==> config.mk <==
export PLATFORM = sky130hd
export DESIGN_NAME = mfb_datapath
export DESIGN_NICKNAME = d
export VERILOG_FILES = /design/src/design/mfb_pkg.sv /design/src/design/mfb_datapath.sv
export VERILOG_INCLUDE_DIRS = /design/src /design/src/design
export SDC_FILE = /design/constraint.sdc
export NUM_CORES = 2
export LEC_CHECK = 0
export BUFFER_PORTS_ARGS = -buffer_cell sky130_fd_sc_hd__buf_2
export CORE_MARGIN = 1.5
export CORE_UTILIZATION = 40
export DETAILED_ROUTE_END_ITERATION = 10
export PLACE_DENSITY = 0.63
export SYNTH_ARGS = -nofsm -noshare
export SYNTH_HDL_FRONTEND = slang
export SYNTH_SLANG_ARGS = --single-unit
==> constraint.sdc <==
create_clock -name clk_i -period 38.7 [get_ports clk_i]
set_input_delay 5.805 -clock clk_i [delete_from_list [all_inputs] [get_ports clk_i]]
set_output_delay 5.805 -clock clk_i [all_outputs]
set_load 0.005 [all_outputs]
==> src/design/mono_framebuffer_draw_engine_top_defines.svh <==
// ----------------------------------------------------------------------------
// Assertion macros for the frame buffer draw engine
// Shared property wrappers used by the RTL files.
// ----------------------------------------------------------------------------
`ifndef MONO_FRAMEBUFFER_DRAW_ENGINE_TOP_DEFINES_SVH
`define MONO_FRAMEBUFFER_DRAW_ENGINE_TOP_DEFINES_SVH

// implication checked on every edge outside reset
`define MFB_ASSERT(label, clk, rst_n, prop, msg) \
  label: assert property (@(posedge clk) disable iff (!rst_n) prop) else $error(msg);

// plain check without reset qualifier
`define MFB_ASSERT_ALWAYS(label, clk, prop, msg) \
  label: assert property (@(posedge clk) prop) else $error(msg);

`endif

==> src/design/mfb_pkg.sv <==
// ----------------------------------------------------------------------------
// mfb_pkg
// Types, constants and font table for the frame buffer draw engine.
// ----------------------------------------------------------------------------
package mfb_pkg;

  localparam int unsigned DefWidth  = 84;
  localparam int unsigned DefHeight = 48;

  localparam logic [3:0] KIND_PIXEL  = 4'd0;
  localparam logic [3:0] KIND_LINE   = 4'd1;
  localparam logic [3:0] KIND_RECT   = 4'd2;
  localparam logic [3:0] KIND_CIRCLE = 4'd3;
  localparam logic [3:0] KIND_GLYPH  = 4'd4;
  localparam logic [3:0] KIND_FILL   = 4'd5;
  localparam logic [3:0] KIND_INVERT = 4'd6;
  localparam logic [3:0] KIND_WRITE  = 4'd7;
  localparam logic [3:0] KIND_READ   = 4'd8;

  localparam logic [6:0] GLYPH_BASE = 7'h20;

  typedef struct packed {
    logic [3:0]  kind;
    logic [7:0]  start_x;
    logic [7:0]  start_y;
    logic [7:0]  end_x;
    logic [7:0]  end_y;
    logic [6:0]  circle_radius;
    logic [6:0]  ring_thickness;
    logic        ink;
    logic        filled;
    logic [6:0]  glyph_code;
    logic [8:0]  byte_index;
    logic [7:0]  byte_value;
  } cmd_t;

  // plot request from controller to datapath
  typedef struct packed {
    logic              plot;
    logic signed [11:0] x;
    logic signed [11:0] y;
    logic              ink;
  } plot_req_t;

  // buffer operation request
  typedef struct packed {
    logic       clr;   // clear sweep
    logic       fill;  // fill sweep
    logic       inv;   // invert sweep
    logic       wr;
    logic       rd;
    logic [8:0] idx;
    logic [7:0] val;
  } buf_req_t;

  typedef struct packed {
    logic       busy;
    logic [7:0] rdata;
  } dp_status_t;

  function automatic logic [7:0] font_col(input logic [6:0] row, input logic [2:0] col);
    logic [39:0] r;
    case (row)
      7'd0:  r = 40'h0000000000; 7'd1:  r = 40'h00005f0000; 7'd2:  r = 40'h0007000700;
      7'd3:  r = 40'h147f147f14; 7'd4:  r = 40'h242a7f2a12; 7'd5:  r = 40'h2313086462;
      7'd6:  r = 40'h3649552250; 7'd7:  r = 40'h0005030000; 7'd8:  r = 40'h001c224100;
      7'd9:  r = 40'h0041221c00; 7'd10: r = 40'h14083e0814; 7'd11: r = 40'h08083e0808;
      7'd12: r = 40'h0050300000; 7'd13: r = 40'h0808080808; 7'd14: r = 40'h0060600000;
      7'd15: r = 40'h2010080402; 7'd16: r = 40'h3e5149453e; 7'd17: r = 40'h00427f4000;
      7'd18: r = 40'h4261514946; 7'd19: r = 40'h2141454b31; 7'd20: r = 40'h1814127f10;
      7'd21: r = 40'h2745454539; 7'd22: r = 40'h3c4a494930; 7'd23: r = 40'h0171090503;
      7'd24: r = 40'h3649494936; 7'd25: r = 40'h064949291e; 7'd26: r = 40'h0036360000;
      7'd27: r = 40'h0056360000; 7'd28: r = 40'h0814224100; 7'd29: r = 40'h1414141414;
      7'd30: r = 40'h0041221408; 7'd31: r = 40'h0201510906; 7'd32: r = 40'h324979413e;
      7'd33: r = 40'h7e1111117e; 7'd34: r = 40'h7f49494936; 7'd35: r = 40'h3e41414122;
      7'd36: r = 40'h7f4141221c; 7'd37: r = 40'h7f49494941; 7'd38: r = 40'h7f09090901;
      7'd39: r = 40'h3e4149497a; 7'd40: r = 40'h7f0808087f; 7'd41: r = 40'h00417f4100;
      7'd42: r = 40'h2040413f01; 7'd43: r = 40'h7f08142241; 7'd44: r = 40'h7f40404040;
      7'd45: r = 40'h7f020c027f; 7'd46: r = 40'h7f0408107f; 7'd47: r = 40'h3e4141413e;
      7'd48: r = 40'h7f09090906; 7'd49: r = 40'h3e4151215e; 7'd50: r = 40'h7f09192946;
      7'd51: r = 40'h4649494931; 7'd52: r = 40'h01017f0101; 7'd53: r = 40'h3f4040403f;
      7'd54: r = 40'h1f2040201f; 7'd55: r = 40'h3f4038403f; 7'd56: r = 40'h6314081463;
      7'd57: r = 40'h0708700807; 7'd58: r = 40'h6151494543; 7'd59: r = 40'h007f414100;
      7'd60: r = 40'h0204081020; 7'd61: r = 40'h0041417f00; 7'd62: r = 40'h0402010204;
      7'd63: r = 40'h4040404040; 7'd64: r = 40'h0001020400; 7'd65: r = 40'h2054545478;
      7'd66: r = 40'h7f48444438; 7'd67: r = 40'h3844444420; 7'd68: r = 40'h384444487f;
      7'd69: r = 40'h3854545418; 7'd70: r = 40'h087e090102; 7'd71: r = 40'h0c5252523e;
      7'd72: r = 40'h7f08040478; 7'd73: r = 40'h00447d4000; 7'd74: r = 40'h2040443d00;
      7'd75: r = 40'h7f10284400; 7'd76: r = 40'h00417f4000; 7'd77: r = 40'h7c04180478;
      7'd78: r = 40'h7c08040478; 7'd79: r = 40'h3844444438; 7'd80: r = 40'h7c14141408;
      7'd81: r = 40'h081414187c; 7'd82: r = 40'h7c08040408; 7'd83: r = 40'h4854545420;
      7'd84: r = 40'h043f444020; 7'd85: r = 40'h3c4040207c; 7'd86: r = 40'h1c2040201c;
      7'd87: r = 40'h3c4030403c; 7'd88: r = 40'h4428102844; 7'd89: r = 40'h0c5050503c;
      7'd90: r = 40'h4464544c44; 7'd91: r = 40'h0008364100; 7'd92: r = 40'h00007f0000;
      7'd93: r = 40'h0041360800; 7'd94: r = 40'h1008081008; 7'd95: r = 40'h7846414678;
      default: r = 40'h0;
    endcase
    case (col)
      3'd0:    font_col = r[39:32];
      3'd1:    font_col = r[31:24];
      3'd2:    font_col = r[23:16];
      3'd3:    font_col = r[15:8];
      default: font_col = r[7:0];
    endcase
  endfunction

endpackage

==> src/design/mfb_datapath.sv <==
// ----------------------------------------------------------------------------
// mfb_datapath
// Frame buffer memory with read-modify-write plot path and sweep engine.
// ----------------------------------------------------------------------------
`include "mono_framebuffer_draw_engine_top_defines.svh"
module mfb_datapath #(
  parameter int unsigned DISPLAY_WIDTH  = mfb_pkg::DefWidth,
  parameter int unsigned DISPLAY_HEIGHT = mfb_pkg::DefHeight
) (
  input  logic                  clk_i,
  input  logic                  rst_ni,
  input  mfb_pkg::plot_req_t    plot_i,
  input  mfb_pkg::buf_req_t     buf_i,
  output mfb_pkg::dp_status_t   status_o
);
  import mfb_pkg::*;

  localparam int unsigned Rows  = (DISPLAY_HEIGHT + 7) / 8;
  localparam int unsigned Bytes = DISPLAY_WIDTH * Rows;
  localparam int unsigned AW    = $clog2(Bytes);

  typedef enum logic [2:0] {
    S_IDLE, S_RMW_RD, S_RMW_WR, S_SWEEP_RD, S_SWEEP_WR, S_RD, S_RD_DATA
  } dp_e;

  typedef enum logic [1:0] {SW_CLR, SW_FILL, SW_INV} sweep_e;

  logic [7:0] mem_q [Bytes];
  dp_e state_q;
  logic [AW-1:0] addr_q;
  logic [2:0] bit_q;
  logic ink_q;
  sweep_e sweep_q;
  logic [7:0] rdata_q, mem_rd_q;
  logic idx_ok_w;

  // address of a plot: y/8 rows times width plus x
  logic inside_w;
  logic [AW-1:0] paddr_w;
  always_comb begin
    inside_w = (plot_i.x >= 0) && (plot_i.x < 12'(DISPLAY_WIDTH)) &&
               (plot_i.y >= 0) && (plot_i.y < 12'(DISPLAY_HEIGHT));
    paddr_w = AW'(plot_i.x[7:0]) + AW'(plot_i.y[7:3]) * AW'(DISPLAY_WIDTH);
  end

  assign idx_ok_w = (32'(buf_i.idx) < Bytes);

  logic [7:0] wdata_w;
  always_comb begin
    wdata_w = mem_rd_q;
    if (state_q == S_RMW_WR) begin
      wdata_w[bit_q] = ink_q;
    end else begin
      case (sweep_q)
        SW_CLR:  wdata_w = 8'h00;
        SW_FILL: wdata_w = 8'hFF;
        default: wdata_w = ~mem_rd_q;
      endcase
    end
  end

  always_ff @(posedge clk_i) begin
    mem_rd_q <= mem_q[addr_q];
    if (state_q == S_RMW_WR || state_q == S_SWEEP_WR) begin
      mem_q[addr_q] <= wdata_w;
    end
    if (state_q == S_IDLE && buf_i.wr && idx_ok_w) begin
      mem_q[AW'(buf_i.idx)] <= buf_i.val;
    end
  end

  always_ff @(posedge clk_i or negedge rst_ni) begin
    if (!rst_ni) begin
      state_q <= S_SWEEP_RD;
      addr_q  <= '0;
      bit_q   <= '0;
      ink_q   <= 1'b0;
      sweep_q <= SW_CLR;
      rdata_q <= '0;
    end else begin
      case (state_q)
        S_IDLE: begin
          if (plot_i.plot && inside_w) begin
            addr_q  <= paddr_w;
            bit_q   <= plot_i.y[2:0];
            ink_q   <= plot_i.ink;
            state_q <= S_RMW_RD;
          end else if (buf_i.clr || buf_i.fill || buf_i.inv) begin
            addr_q  <= '0;
            sweep_q <= buf_i.clr ? SW_CLR : (buf_i.fill ? SW_FILL : SW_INV);
            state_q <= S_SWEEP_RD;
          end else if (buf_i.rd) begin
            if (idx_ok_w) begin
              addr_q  <= AW'(buf_i.idx);
              state_q <= S_RD;
            end else begin
              rdata_q <= '0;
            end
          end
        end
        S_RMW_RD:   state_q <= S_RMW_WR;
        S_RMW_WR:   state_q <= S_IDLE;
        S_SWEEP_RD: state_q <= S_SWEEP_WR;
        S_SWEEP_WR: begin
          if (addr_q == AW'(Bytes - 1)) begin
            state_q <= S_IDLE;
          end else begin
            addr_q  <= addr_q + AW'(1);
            state_q <= S_SWEEP_RD;
          end
        end
        S_RD:       state_q <= S_RD_DATA;
        S_RD_DATA: begin
          state_q <= S_IDLE;
          rdata_q <= mem_rd_q;
        end
        default: state_q <= S_IDLE;
      endcase
    end
  end

  assign status_o.busy  = (state_q != S_IDLE);
  assign status_o.rdata = rdata_q;

  `MFB_ASSERT(a_rmw_seq, clk_i, rst_ni, (state_q == S_RMW_RD) |=> (state_q == S_RMW_WR), "rmw broken")
  `MFB_ASSERT(a_sweep_bound, clk_i, rst_ni, (state_q == S_SWEEP_WR) |-> (addr_q < AW'(Bytes)), "sweep addr")
  `MFB_ASSERT(a_rd_one, clk_i, rst_ni, (state_q == S_RD) |=> (state_q == S_RD_DATA), "read stuck")
endmodule

==> metrics.log <==
[metrics] status: finished, final reports clean
[metrics] worst hold stages: 1
[metrics] fill cell total of the finished layout: 32.5k
[metrics] most frequent cells in the layout: 4032 x edfxtp_1, 959 x mux4_2, 590 x nor2_1, 401 x clkbuf_16, 212 x nand2_1
[metrics] number of global-route vias before repair: 80.2k
[metrics] total count of max-transition violations in the final report: 0
[metrics] hold crit path type: register to register
[metrics] Slew Limit Headroom: 0.0521
[metrics] pre-CTS setup slack: 26.34 ns
[metrics] total via count after detailed routing: 80.6k
[metrics] chip width: 631 um
[metrics] total of buffers placed on input and output ports: 58
[metrics] worst reg-to-reg path cell count: 10
[metrics] Peak Freq: 86.5 MHz
[metrics] post-synth design cell area: 158000 um2
[metrics] Longest Clk Path Bufs: 4
[metrics] cell internal pwr: 9.82 mW
[metrics] cell type with the highest aggregate area in the netlist: edfxtp_1
[metrics] Setup-failing EPs final: 0
[metrics] classification of the worst setup path: input port to register
[metrics] area delta synth->final: 12.5%
[metrics] number of gates given a new drive strength after cts: 0
[metrics] clock transition at the registers of the reported paths: 0.06 ns
[metrics] synthesized instance count: 7527
[metrics] most used flip-flop cell after synthesis: edfxtp_1
[metrics] final period utilization: 0.299
[metrics] unrepaired setup endpoints after global routing: no
[metrics] DRC: 0
[metrics] layout cell share with drive strength beyond 1: 0.235
[metrics] Net Sw Frac: 0.363
[metrics] post-route clock skew: 0.0610 ns
[metrics] peak supply drop: 0.000122 V
[metrics] maximum number of pins on one net before global-route repair: 191
[metrics] vertical extent of the die: 631 um
[metrics] Antenna Violating Nets Remaining: 0
[metrics] # H-tree levels: 5
[metrics] share of power burned in registers: 0.411
[metrics] Skew-Pair Late Insertion Delay: 0.97 ns
[metrics] flop and latch count out of synthesis: 4066
[metrics] net switching power: 5.60 mW
[metrics] kind of capture point of the worst setup path: register
[metrics] final critical-path setup slack: 27.14 ns
[metrics] synthesized netlist net count: 7592
[metrics] initial standard-cell utilization of the core: 0.402
[metrics] final critical path time including I/O delays and setup: 11.56 ns
[metrics] number of max-cap violations: 0
[metrics] Root Buffer: clkbuf_16
[metrics] post-detailed-route wirelength per cell: 33.9 um
[metrics] slew at the pin with the worst max-slew slack: 1.41 ns
[metrics] required time of the critical path: 39.31 ns
[metrics] first-pass detailed-route iteration total: 6
[metrics] net count reported at finish: 7778
[metrics] post-layout total power: 15.4 mW
[metrics] sink count of the clock tree: 4066
[metrics] proportion of synthesized flip-flops having asynchronous set or reset: 0.00639
[metrics] number of placed I/O pins: 59
[metrics] aggregate global routing overflow: 0
[metrics] final estimated routing congestion in global placement: 0.881
[metrics] part of the power in the clock network: 0.255
[metrics] dpl hpwl: 268000 um
[metrics] logic gate share of total power: 0.333
[metrics] CTS Buf Count: 399
[metrics] Final Hold Violating Endpoints: 0
[metrics] number of antenna violations at the first check in global routing: 23
[metrics] CTS tree: built
[metrics] synth top area cells: edfxtp_1 77%, mux4_2 14%, nor2_1 1.4%
[metrics] critical path launch point type: input port
[metrics] total power per unit cell area: 86.8 nW/um2
[metrics] Yosys top cell area share: 0.767
[metrics] total of hold buffers inserted after clock tree synthesis: 0
[metrics] most common cell after layout, fill and taps aside: edfxtp_1
[metrics] number of enable flip-flop cells after synthesis: 4032
[metrics] post-synth cell types: 73
[metrics] maximum fanout count along the critical path: 91
[metrics] leakage power summed over all cells: 53.3 nW
[metrics] number of vias per cell after detailed routing: 6.06
[metrics] area taken by multi-input logic gates: 33800 um2
[metrics] core area: 393000 um2
[metrics] number of warnings reported in the yosys synthesis log: 0
[metrics] share of the yosys chip area belonging to registers: 0.772
[metrics] number of rows in the core area: 230
[metrics] DRC marker count from the first detailed-route iteration: 11.8k
[metrics] worst endpoint data arrival time: 12.17 ns
[metrics] Storage cell area: 122000 um2
[metrics] total routed wirelength: 451000 um
[metrics] setup total negative slack: 0 ns
[metrics] wire length of the first global-routing pass: 631000 um
[metrics] mean instance size in the synthesized netlist: 21.0 um2
[metrics] area enclosed by the die boundary: 398000 um2
[metrics] number of buffers inserted to repair setup after CTS: 0
[metrics] overall fraction of global-route tracks in use: 0.223
worst max-delay path: stages:
cell and delay (ns):
buf_2 0.19, nand3_1 0.15, or2_1 0.31, nand3_2 0.09
buf_4 0.40, nor2_1 0.14, a21oi_4 0.51, buf_4 0.69
buf_4 0.81, buf_4 0.88, buf_4 0.99, buf_4 0.79
registers in the layout, summed over array words and instances, names as in the netlist:
signal and count:
sweep_q 2, rdata_q 8, ink_q 1, mem_q 4032, addr_q 9, state_q 3
bit_q 3, mem_rd_q 8
synth_stat cells, types with 39 or more instances:
| library cell | count |
|---|---|
| edfxtp_1 | 4032 |
| mux4_2 | 959 |
| nor2_1 | 595 |
| nand2_1 | 234 |
| mux2i_1 | 202 |
| clkbuf_1 | 201 |
| a22oi_1 | 167 |
| buf_2 | 147 |
| a21oi_1 | 139 |
| o21ai_0 | 81 |
| nand3_1 | 74 |
| buf_4 | 69 |
| o22ai_1 | 69 |
| o221ai_1 | 58 |
| a211oi_1 | 41 |
| a221oi_1 | 39 |
| a22o_1 | 39 |
cells by family (layout without fill, tap and decap cells):
logic type               after synthesis  count (layout)  share of synthesized area
XOR/XNOR                               7               7                   0.000388
adder cells (fa/ha/maj)               15              15                    0.00128
multiplexers                        1168            1168                      0.150
flip-flops                          4066            4066                      0.772
AND/OR/NAND/NOR                     1030            1030                     0.0271
other                                  0              19                          0
buffers and inverters                488            1010                     0.0156
AO/OA/AOI/OAI                        753             753                     0.0331
stage by stage:
step | instance area (um2) | utilization | hold slack, ns | std cells
finish | 178000 | 0.452 | 0.500 | 13300
global route | 178000 | 0.452 | 0.524 | 13300
floorplan | 158000 | - | 0.473 | 7527
CTS | 178000 | 0.452 | 0.503 | 13300
detailed placement | 164000 | 0.419 | 0.483 | 12500
global placement | 164000 | 0.419 | 0.484 | 12500
worst paths after layout:
check	start	endpoint	slack (ns)
worst max-delay path	buf_i[16]	mem_q[344][0]	27.14
worst min-delay path	rdata_q[1]	rdata_q[1]	0.50
worst max register to register	state_q[0]	mem_q[344][0]	31.92
worst min register to register	rdata_q[1]	rdata_q[1]	0.50
max in group asynchronous	rst_ni	addr_q[2]	33.37
min in group asynchronous	rst_ni	addr_q[5]	4.86
power by group through the flow:
stage               Clock (mW)  Sequential [mW]  Combinational (mW)
floorplan                    0             7.54                2.66
global placement             0             6.42                5.00
global route              4.13             6.34                5.29
CTS                       3.97             6.33                5.10
finish                    3.94             6.34                5.14
detailed placement           0             6.42                5.10
cell type report:
cell class | count | area share
flip-flops and latches | 4066 | 0.686
multi-input cells | 2973 | 0.190
clock buffers | 461 | 0.0578
well taps | 5220 | 0.0368
inverters | 16 | 0.000380
diodes | 19 | 0.000268
repair buffers | 257 | 0.0112
clock inverters | 276 | 0.0167
per-layer routing:
| metal | track usage | part of all wire | up-vias |
|---|---|---|---|
| li1 | - | - | 31900 |
| met2 | 0.345 | 0.46 | 5066 |
| met4 | 0.0925 | 0.047 | 18 |
| met3 | 0.0523 | 0.11 | 912 |
| met1 | 0.304 | 0.38 | 42700 |
| met5 | 0 | 0.00024 | - |
Note: power is estimated with default switching activity, not from simulation.
